==> src/dtmfenc_pkg.sv <==
// Package: shared types, constants and key decoding for the DTMF event payload encoder.
`default_nettype none

package dtmfenc_pkg;

    // Only the low 14 bits of a timestamp ever reach the payload.
    localparam int OFFSET_W = 14;

    localparam logic [9:0] BLOCK_LEN = 10'd4;

    localparam logic [7:0] KEY_0      = 8'h30;
    localparam logic [7:0] KEY_9      = 8'h39;
    localparam logic [7:0] KEY_STAR   = 8'h2A;
    localparam logic [7:0] KEY_HASH   = 8'h23;
    localparam logic [7:0] KEY_UP_A   = 8'h41;
    localparam logic [7:0] KEY_UP_B   = 8'h42;
    localparam logic [7:0] KEY_UP_C   = 8'h43;
    localparam logic [7:0] KEY_UP_D   = 8'h44;
    localparam logic [7:0] KEY_LO_A   = 8'h61;
    localparam logic [7:0] KEY_LO_B   = 8'h62;
    localparam logic [7:0] KEY_LO_C   = 8'h63;
    localparam logic [7:0] KEY_LO_D   = 8'h64;

    localparam logic [7:0] CODE_STAR    = 8'd10;
    localparam logic [7:0] CODE_HASH    = 8'd11;
    localparam logic [7:0] CODE_A       = 8'd12;
    localparam logic [7:0] CODE_B       = 8'd13;
    localparam logic [7:0] CODE_C       = 8'd14;
    localparam logic [7:0] CODE_D       = 8'd15;
    localparam logic [7:0] CODE_UNKNOWN = 8'd255;

    // Configuration register indexes
    localparam logic [7:0] REG_MODE = 8'd0;
    localparam logic [7:0] REG_PT   = 8'd1;

    typedef struct packed {
        logic [7:0]          code;
        logic [5:0]          volume;
        logic [15:0]         duration;
        logic [OFFSET_W-1:0] stamp;
    } hist_entry_t;

    typedef enum logic [3:0] {
        ST_IDLE = 4'b0001,
        ST_HDR  = 4'b0010,
        ST_PT   = 4'b0100,
        ST_BLK  = 4'b1000
    } seq_state_t;

    function automatic logic [7:0] key_to_code(input logic [7:0] c);
        logic [7:0] code;
        code = CODE_UNKNOWN;
        priority if (c >= KEY_0 && c <= KEY_9)
            code = c - KEY_0;
        else if (c == KEY_STAR)
            code = CODE_STAR;
        else if (c == KEY_HASH)
            code = CODE_HASH;
        else if (c == KEY_UP_A || c == KEY_LO_A)
            code = CODE_A;
        else if (c == KEY_UP_B || c == KEY_LO_B)
            code = CODE_B;
        else if (c == KEY_UP_C || c == KEY_LO_C)
            code = CODE_C;
        else if (c == KEY_UP_D || c == KEY_LO_D)
            code = CODE_D;
        else
            code = CODE_UNKNOWN;
        return code;
    endfunction

endpackage

`default_nettype wire

==> src/dtmf_event_payload_encoder.sv <==
// Top level: DTMF event payload encoder, byte-serial output under a small sequencer.
//
//  channel  | dir | handshake               | payload
//  ---------+-----+-------------------------+-------------------------------------------
//  in       | in  | in_tvalid / in_tready   | in_tdata: key, end, volume, duration, stamp
//  out      | out | out_tvalid / out_tready | out_tdata: payload byte, out_tlast: final
//  cfg      | in  | cfg_valid / cfg_ready   | cfg_index, cfg_data
//
// One byte per cycle from one shared word/byte unit: plain mode 4 bytes, redundant
// mode 8*n-3 bytes for n stored events (21 at depth 3).
// in_tready is high only while the sequencer is idle; out_tready low with a byte pending freezes it.
// Reset clears the history count, configuration and the sequencer; cfg_ready is always high.
`default_nettype none

module dtmf_event_payload_encoder #(
    parameter int HISTORY_DEPTH = 3
) (
    input  wire logic        clk,
    input  wire logic        rst_n,
    input  wire logic        in_tvalid,
    output logic             in_tready,
    // [7:0] key_char, [8] end_flag, [14:9] volume, [30:15] duration, [62:31] timestamp
    input  wire logic [63:0] in_tdata,
    output logic             out_tvalid,
    input  wire logic        out_tready,
    // [7:0] out_byte
    output logic [7:0]       out_tdata,
    output logic             out_tlast,
    input  wire logic        cfg_valid,
    output logic             cfg_ready,
    input  wire logic [7:0]  cfg_index,
    input  wire logic [7:0]  cfg_data
);
    import dtmfenc_pkg::*;

    localparam int IW = (HISTORY_DEPTH > 1) ? $clog2(HISTORY_DEPTH) : 1;
    localparam int CW = $clog2(HISTORY_DEPTH + 1);

    logic                 mode_reg;
    logic [6:0]           pt_reg;

    seq_state_t           state_reg, state_next;
    logic [IW-1:0]        idx_reg, idx_next;
    logic [IW-1:0]        last_idx_reg, last_idx_next;
    logic [1:0]           byte_reg, byte_next;
    logic                 plain_reg, plain_next;
    logic                 end_reg, end_next;
    logic [OFFSET_W-1:0]  newest_reg, newest_next;

    logic                 out_valid_reg, out_valid_next;
    logic [7:0]           out_data_reg, out_data_next;
    logic                 out_last_reg, out_last_next;

    logic                 in_xfer;
    logic                 adv;
    hist_entry_t          push_entry;
    hist_entry_t          rd_entry;
    logic [CW-1:0]        count;
    logic                 full;
    logic [IW-1:0]        load_last_idx;
    logic [OFFSET_W-1:0]  offset;
    logic                 ebit;
    logic [31:0]          word;
    logic [7:0]           byte_sel;

    assign cfg_ready = 1'b1;

    always_ff @(posedge clk or negedge rst_n)
    begin
        if (!rst_n) begin
            mode_reg <= 1'b0;
            pt_reg   <= '0;
        end else if (cfg_valid && cfg_ready) begin
            if (cfg_index == REG_MODE)
                mode_reg <= cfg_data[0];
            else if (cfg_index == REG_PT)
                pt_reg <= cfg_data[6:0];
        end
    end

    assign in_tready = (state_reg == ST_IDLE);
    assign in_xfer   = in_tvalid && in_tready;

    assign push_entry.code     = key_to_code(in_tdata[7:0]);
    assign push_entry.volume   = in_tdata[14:9];
    assign push_entry.duration = in_tdata[30:15];
    assign push_entry.stamp    = in_tdata[31 +: OFFSET_W];

    dtmfenc_hist #(
        .DEPTH (HISTORY_DEPTH),
        .IW    (IW),
        .CW    (CW)
    ) u_hist (
        .clk        (clk),
        .rst_n      (rst_n),
        .push       (in_xfer),
        .push_entry (push_entry),
        .rd_idx     (idx_reg),
        .rd_entry   (rd_entry),
        .count      (count)
    );

    assign full          = (count == CW'(HISTORY_DEPTH));
    assign load_last_idx = full ? IW'(HISTORY_DEPTH - 1) : IW'(count);

    // Shared word unit: header or event block of the entry under idx_reg.
    assign offset = newest_reg - rd_entry.stamp;
    assign ebit   = plain_reg ? end_reg : (idx_reg != last_idx_reg);

    always_comb
    begin
        if (state_reg == ST_HDR)
            word = {1'b1, pt_reg, offset, BLOCK_LEN};
        else
            word = {rd_entry.code, ebit, 1'b0, rd_entry.volume, rd_entry.duration};
    end

    always_comb
    begin
        unique case (byte_reg)
            2'd0:    byte_sel = word[31:24];
            2'd1:    byte_sel = word[23:16];
            2'd2:    byte_sel = word[15:8];
            2'd3:    byte_sel = word[7:0];
            default: byte_sel = word[7:0];
        endcase
    end

    // Sequencer moves only when the output register is free or being drained.
    assign adv = !out_valid_reg || out_tready;

    always_comb
    begin
        state_next     = state_reg;
        idx_next       = idx_reg;
        last_idx_next  = last_idx_reg;
        byte_next      = byte_reg;
        plain_next     = plain_reg;
        end_next       = end_reg;
        newest_next    = newest_reg;
        out_valid_next = out_valid_reg && !out_tready;
        out_data_next  = out_data_reg;
        out_last_next  = out_last_reg;

        unique case (state_reg)
            ST_IDLE:
            begin
                if (in_xfer) begin
                    plain_next    = !mode_reg;
                    end_next      = in_tdata[8];
                    newest_next   = push_entry.stamp;
                    last_idx_next = load_last_idx;
                    byte_next     = 2'd0;
                    if (!mode_reg) begin
                        state_next = ST_BLK;
                        idx_next   = load_last_idx;
                    end else begin
                        idx_next   = '0;
                        state_next = (load_last_idx != '0) ? ST_HDR : ST_PT;
                    end
                end
            end
            ST_HDR:
            begin
                if (adv) begin
                    out_valid_next = 1'b1;
                    out_data_next  = byte_sel;
                    out_last_next  = 1'b0;
                    byte_next      = byte_reg + 2'd1;
                    if (byte_reg == 2'd3) begin
                        if (idx_reg + 1'b1 == last_idx_reg)
                            state_next = ST_PT;
                        else
                            idx_next = idx_reg + 1'b1;
                    end
                end
            end
            ST_PT:
            begin
                if (adv) begin
                    out_valid_next = 1'b1;
                    out_data_next  = {1'b0, pt_reg};
                    out_last_next  = 1'b0;
                    idx_next       = '0;
                    byte_next      = 2'd0;
                    state_next     = ST_BLK;
                end
            end
            ST_BLK:
            begin
                if (adv) begin
                    out_valid_next = 1'b1;
                    out_data_next  = byte_sel;
                    out_last_next  = (byte_reg == 2'd3) && (idx_reg == last_idx_reg);
                    byte_next      = byte_reg + 2'd1;
                    if (byte_reg == 2'd3) begin
                        if (idx_reg == last_idx_reg)
                            state_next = ST_IDLE;
                        else
                            idx_next = idx_reg + 1'b1;
                    end
                end
            end
            default:
            begin
                state_next = ST_IDLE;
            end
        endcase
    end

    always_ff @(posedge clk or negedge rst_n)
    begin
        if (!rst_n) begin
            state_reg     <= ST_IDLE;
            idx_reg       <= '0;
            last_idx_reg  <= '0;
            byte_reg      <= '0;
            plain_reg     <= 1'b0;
            out_valid_reg <= 1'b0;
        end else begin
            state_reg     <= state_next;
            idx_reg       <= idx_next;
            last_idx_reg  <= last_idx_next;
            byte_reg      <= byte_next;
            plain_reg     <= plain_next;
            out_valid_reg <= out_valid_next;
        end
    end

    always_ff @(posedge clk)
    begin
        end_reg      <= end_next;
        newest_reg   <= newest_next;
        out_data_reg <= out_data_next;
        out_last_reg <= out_last_next;
    end

    assign out_tvalid = out_valid_reg;
    assign out_tdata  = out_data_reg;
    assign out_tlast  = out_last_reg;

endmodule

`default_nettype wire

==> src/dtmfenc_hist.sv <==
// Event history: the last DEPTH events, oldest at index 0, with a fill count.
`default_nettype none

module dtmfenc_hist #(
    parameter int DEPTH = 3,
    parameter int IW    = (DEPTH > 1) ? $clog2(DEPTH) : 1,
    parameter int CW    = $clog2(DEPTH + 1)
) (
    input  wire logic                      clk,
    input  wire logic                      rst_n,
    input  wire logic                      push,
    input  wire dtmfenc_pkg::hist_entry_t  push_entry,
    input  wire logic [IW-1:0]             rd_idx,
    output dtmfenc_pkg::hist_entry_t       rd_entry,
    output logic [CW-1:0]                  count
);
    import dtmfenc_pkg::*;

    hist_entry_t     entry_reg [DEPTH];
    logic [CW-1:0]   count_reg;
    logic [CW-1:0]   count_next;
    logic            full;

    assign full = (count_reg == CW'(DEPTH));

    always_comb
    begin
        count_next = count_reg;
        if (push && !full)
            count_next = count_reg + 1'b1;
    end

    always_ff @(posedge clk or negedge rst_n)
    begin
        if (!rst_n)
            count_reg <= '0;
        else
            count_reg <= count_next;
    end

    // When full, everything moves down one place and the new event lands on top.
    for (genvar i = 0; i < DEPTH; i++) begin : g_entry
        if (i < DEPTH - 1) begin : g_shift
            always_ff @(posedge clk)
            begin
                if (push) begin
                    if (full)
                        entry_reg[i] <= entry_reg[i + 1];
                    else if (count_reg == CW'(i))
                        entry_reg[i] <= push_entry;
                end
            end
        end else begin : g_top
            always_ff @(posedge clk)
            begin
                if (push && (full || count_reg == CW'(i)))
                    entry_reg[i] <= push_entry;
            end
        end
    end

    assign rd_entry = entry_reg[rd_idx];
    assign count    = count_reg;

endmodule

`default_nettype wire

==> config.mk <==
export PLATFORM = sky130hd
export DESIGN_NAME = dtmf_event_payload_encoder
export DESIGN_NICKNAME = d
export VERILOG_FILES = /design/src/dtmfenc_pkg.sv /design/src/dtmf_event_payload_encoder.sv /design/src/dtmfenc_hist.sv
export SDC_FILE = /design/constraint.sdc
export NUM_CORES = 1
export LEC_CHECK = 0
export ABC_AREA = 1
export ABC_CLOCK_PERIOD_IN_PS = 5400
export BUFFER_PORTS_ARGS = -buffer_cell sky130_fd_sc_hd__buf_2
export CAP_MARGIN = 40
export CORE_MARGIN = 3
export CORE_UTILIZATION = 40
export CTS_CLUSTER_SIZE = 10
export DETAILED_ROUTE_END_ITERATION = 7
export PLACE_DENSITY_LB_ADDON = 0.2
export SETUP_SLACK_MARGIN = 0.15
export SKIP_CTS_REPAIR_TIMING = 1
export SLEW_MARGIN = 40
export SYNTH_ARGS = -nofsm -noshare
export SYNTH_HDL_FRONTEND = slang
export SYNTH_HIERARCHICAL = 1
export SYNTH_SLANG_ARGS = --single-unit
export TNS_END_PERCENT = 20
==> constraint.sdc <==
create_clock -name clk -period 5.4 [get_ports clk]
set_input_delay 0.54 -clock clk [delete_from_list [all_inputs] [get_ports clk]]
set_output_delay 0.54 -clock clk [all_outputs]
set_load 0.01 [all_outputs]
==> metrics.log <==
[metrics] leakage power figure: 5.43 nW
[metrics] Final Wtd Congestion: 0.894
[metrics] run status: finished clean
[metrics] count of warnings emitted by yosys: 6
[metrics] setup repair after global routing missed its margin: false
[metrics] first-pass GRT wire length: 38.3 mm
[metrics] Final Net Count: 1380
[metrics] Setup crit start kind: flop
[metrics] # rows: 57
[metrics] Post-Layout Inst Area: 11300 sq um
[metrics] worst hold-check path type: in -> async
[metrics] highest attainable clock frequency: 306 MHz
[metrics] pin count of the biggest net entering global routing: 89
[metrics] flops & latches, synth: 178
[metrics] GRT Resource Usage Total: 0.184
[metrics] initial drt markers: 545
[metrics] die height: 165 um
[metrics] WL/cell: ~15 um
[metrics] final cell count without fillers: 1607
[metrics] Placed Area: 10700 sq um
[metrics] clock transition at the registers of the reported paths: 0.07 ns
[metrics] core footprint: roughly 25000 sq um
[metrics] source-to-sink clock delay at the later pin of the worst-skew pair: between 0.4 and 0.5 ns
[metrics] critical-path cell with the highest stage delay: sky130_fd_sc_hd__nor2_4
[metrics] final clock skew: 0.0108 ns
[metrics] DRT Wirelength: around 24 mm
[metrics] Pwr per Cell Area: between 400 and 500 nW/um^2
[metrics] most common library cell in the layout ignoring fill and taps: sky130_fd_sc_hd__nand2_1
[metrics] detailed-route via count: 7747
[metrics] cts bufs inserted: 17
[metrics] number of global-route vias before repair: just over 7000
[metrics] CTS HTree Levels: 4
[metrics] antenna violations before repair: 0
[metrics] pin slew with the least headroom to its limit: 0.742 ns
[metrics] cell count after synthesis: 1208
[metrics] Slew HR: 0.504
[metrics] antenna viol nets, final: 0
[metrics] Final Hold Fails: 0
[metrics] Critical Path, Cell by Cell: inv_1 -> nor3_2 -> inv_2 -> nor2_4 -> buf_4 -> inv_1 -> nor2_4 -> buf_4
[metrics] Placed Cells incl. Taps: approximately 1600
[metrics] global route total overflow: 0
[metrics] sequential fraction of the synthesis area: 0.519
[metrics] Syn Std Cell Area: about 10000 sq um
[metrics] die width: 165 um
[metrics] post-synth cell types: 45
[metrics] IO buf count: 75
[metrics] number of buffers between clock root and the deepest sink: 2
[metrics] final worst-path cycle share: 0.604
[metrics] type of the worst setup path: reg -> reg
[metrics] largest voltage drop on the vdd net: 0.000215 V
[metrics] full die area: 27200 sq um
[metrics] layout cells sized above 1: 0.142
[metrics] required time worst endpoint: between 5 and 6 ns
[metrics] Syn-to-layout area delta: 12.1%
[metrics] Post-Syn Nets: 1318
[metrics] final antenna diode count: 0
[metrics] number of fill cells: 2477
[metrics] Worst Reg2Reg Path Length in Cells: 8
[metrics] I/O pin total: 97
[metrics] flip-flop count of the largest register after layout: between 100 and 150
[metrics] final count of pins violating max slew: 0
[metrics] most used cells in the layout excluding fill and tap cells: 383 x sky130_fd_sc_hd__nand2_1, 212 x sky130_fd_sc_hd__inv_1, 156 x sky130_fd_sc_hd__edfxtp_1
[metrics] hpwl dp: 16.3 mm
[metrics] Sum Neg Setup Slack: 0 ns
[metrics] number of iterations in the first detailed-routing pass: 7
[metrics] reg2reg setup slack: 2.14 ns
[metrics] max-cap viol count: 0
[metrics] Via density: 4.82
[metrics] largest fanout of any net on the critical path: 24
[metrics] final setup fails: 0
[metrics] average cell area after synthesis: roughly 8.3 sq um
[metrics] crit path DAT: roughly 3.3 ns
[metrics] worst stage delay on the critical path: approximately 0.63 ns
[metrics] DRC errors left: 0
[metrics] clock tree from TritonCTS: done
[metrics] clock root buffer master: sky130_fd_sc_hd__clkbuf_16
[metrics] nature of the critical path endpoint: flop
[metrics] Final Critical Period: 3.26 ns
[metrics] Initial Utilization: 0.411
[metrics] Sinks on Clock Net: 178
## cells by family (layout without fill, tap and decap cells)
| logic type | Yosys count | in the layout | share of synthesized area |
|---|---|---|---|
| AO/OA/AOI/OAI | 165 | 165 | 0.0925 |
| XOR/XNOR | 6 | 6 | 0.00521 |
| adder cells (fa/ha/maj) | 25 | 25 | 0.0318 |
| buffers and inverters | 267 | 342 | 0.111 |
| flip-flops | 178 | 178 | 0.519 |
| multiplexers | 6 | 6 | 0.00670 |
| other | 1 | 1 | 0.000372 |
| AND/OR/NAND/NOR | 560 | 560 | 0.233 |
## cells in the mapped netlist, drive strengths merged
cell,instances,share of area
a21boi,1,0.00074
a21oi,26,0.014
a31oi,5,0.0031
a32oi,2,0.0017
buf,36,0.025
clkbuf,10,0.0037
clkinv,1,0.00087
conb,1,0.00037
dfrtp,21,0.052
dfstp,1,0.0026
edfxtp,156,0.46
fa,1,0.0020
ha,24,0.030
inv,220,0.082
mux2,6,0.0067
nand2,398,0.15
nand3,88,0.046
nand3b,1,0.00074
nand4,5,0.0031
nor2,60,0.025
nor3,8,0.0050
o21a,1,0.00074
o21ai,125,0.068
o21bai,1,0.00074
o22ai,3,0.0019
o31ai,1,0.0012
xnor2,4,0.0035
xor2,2,0.0017
## power by group
part	internal [W]	total [W]	switching, W
registers	0.00187	0.00198	0.000110
clock network	0.000640	0.00118	0.000545
logic	0.000735	0.00235	0.00162
## per-layer routing
metal	vias to the layer above	track usage	share of wire	wire length, um
met5	-	0	0	0
met4	0	0.0564	0.017	416
met3	25	0.0311	0.050	1220
met2	166	0.284	0.46	11100
met1	3575	0.265	0.48	11600
li1	3981	-	-	-
## stage by stage
| step | power (W) | utilization | hold WS (ns) | worst slack (ns) |
|---|---|---|---|---|
| finish | 0.00552 | 0.461 | 0.0836 | 2.14 |
| global route | 0.00594 | 0.461 | 0.112 | 1.88 |
| CTS | 0.00556 | 0.461 | 0.0898 | 2.06 |
| detailed placement | 0.00436 | 0.438 | 0.499 | 2.07 |
| global placement | 0.00431 | 0.436 | 0.488 | 1.91 |
| floorplan | 0.00371 | - | 0.244 | 0.0882 |
## cell type report
cell class              instances  area [sq um]  share of cell area
well taps                     324           405              0.0359
repair buffers                 89           510              0.0451
clock inverters                15           135              0.0120
multi-input cells             763          3760               0.333
flip-flops and latches        178          5240               0.463
clock buffers                  17           425              0.0376
inverters                     221           835              0.0738
## worst max-delay path, delay by kind of cell (launching register included)
kind / cells / cell delay [ns]
buf+inv: 5 / 1.28
simple gates: 3 / 1.05
flops: 1 / 0.54
## final timing paths
path / startpoint / endpoint
max: state_reg[0] / u_hist/entry_reg[2][24]
min: rst_n / out_tvalid
max reg2reg: state_reg[0] / u_hist/entry_reg[2][24]
min reg2reg: last_idx_reg[0] / last_idx_reg[0]
max in group asynchronous: rst_n / state_reg[0]
min in group clk: in_tdata[29] / u_hist/entry_reg[2][28]
Power figures use the tool's default switching activity.
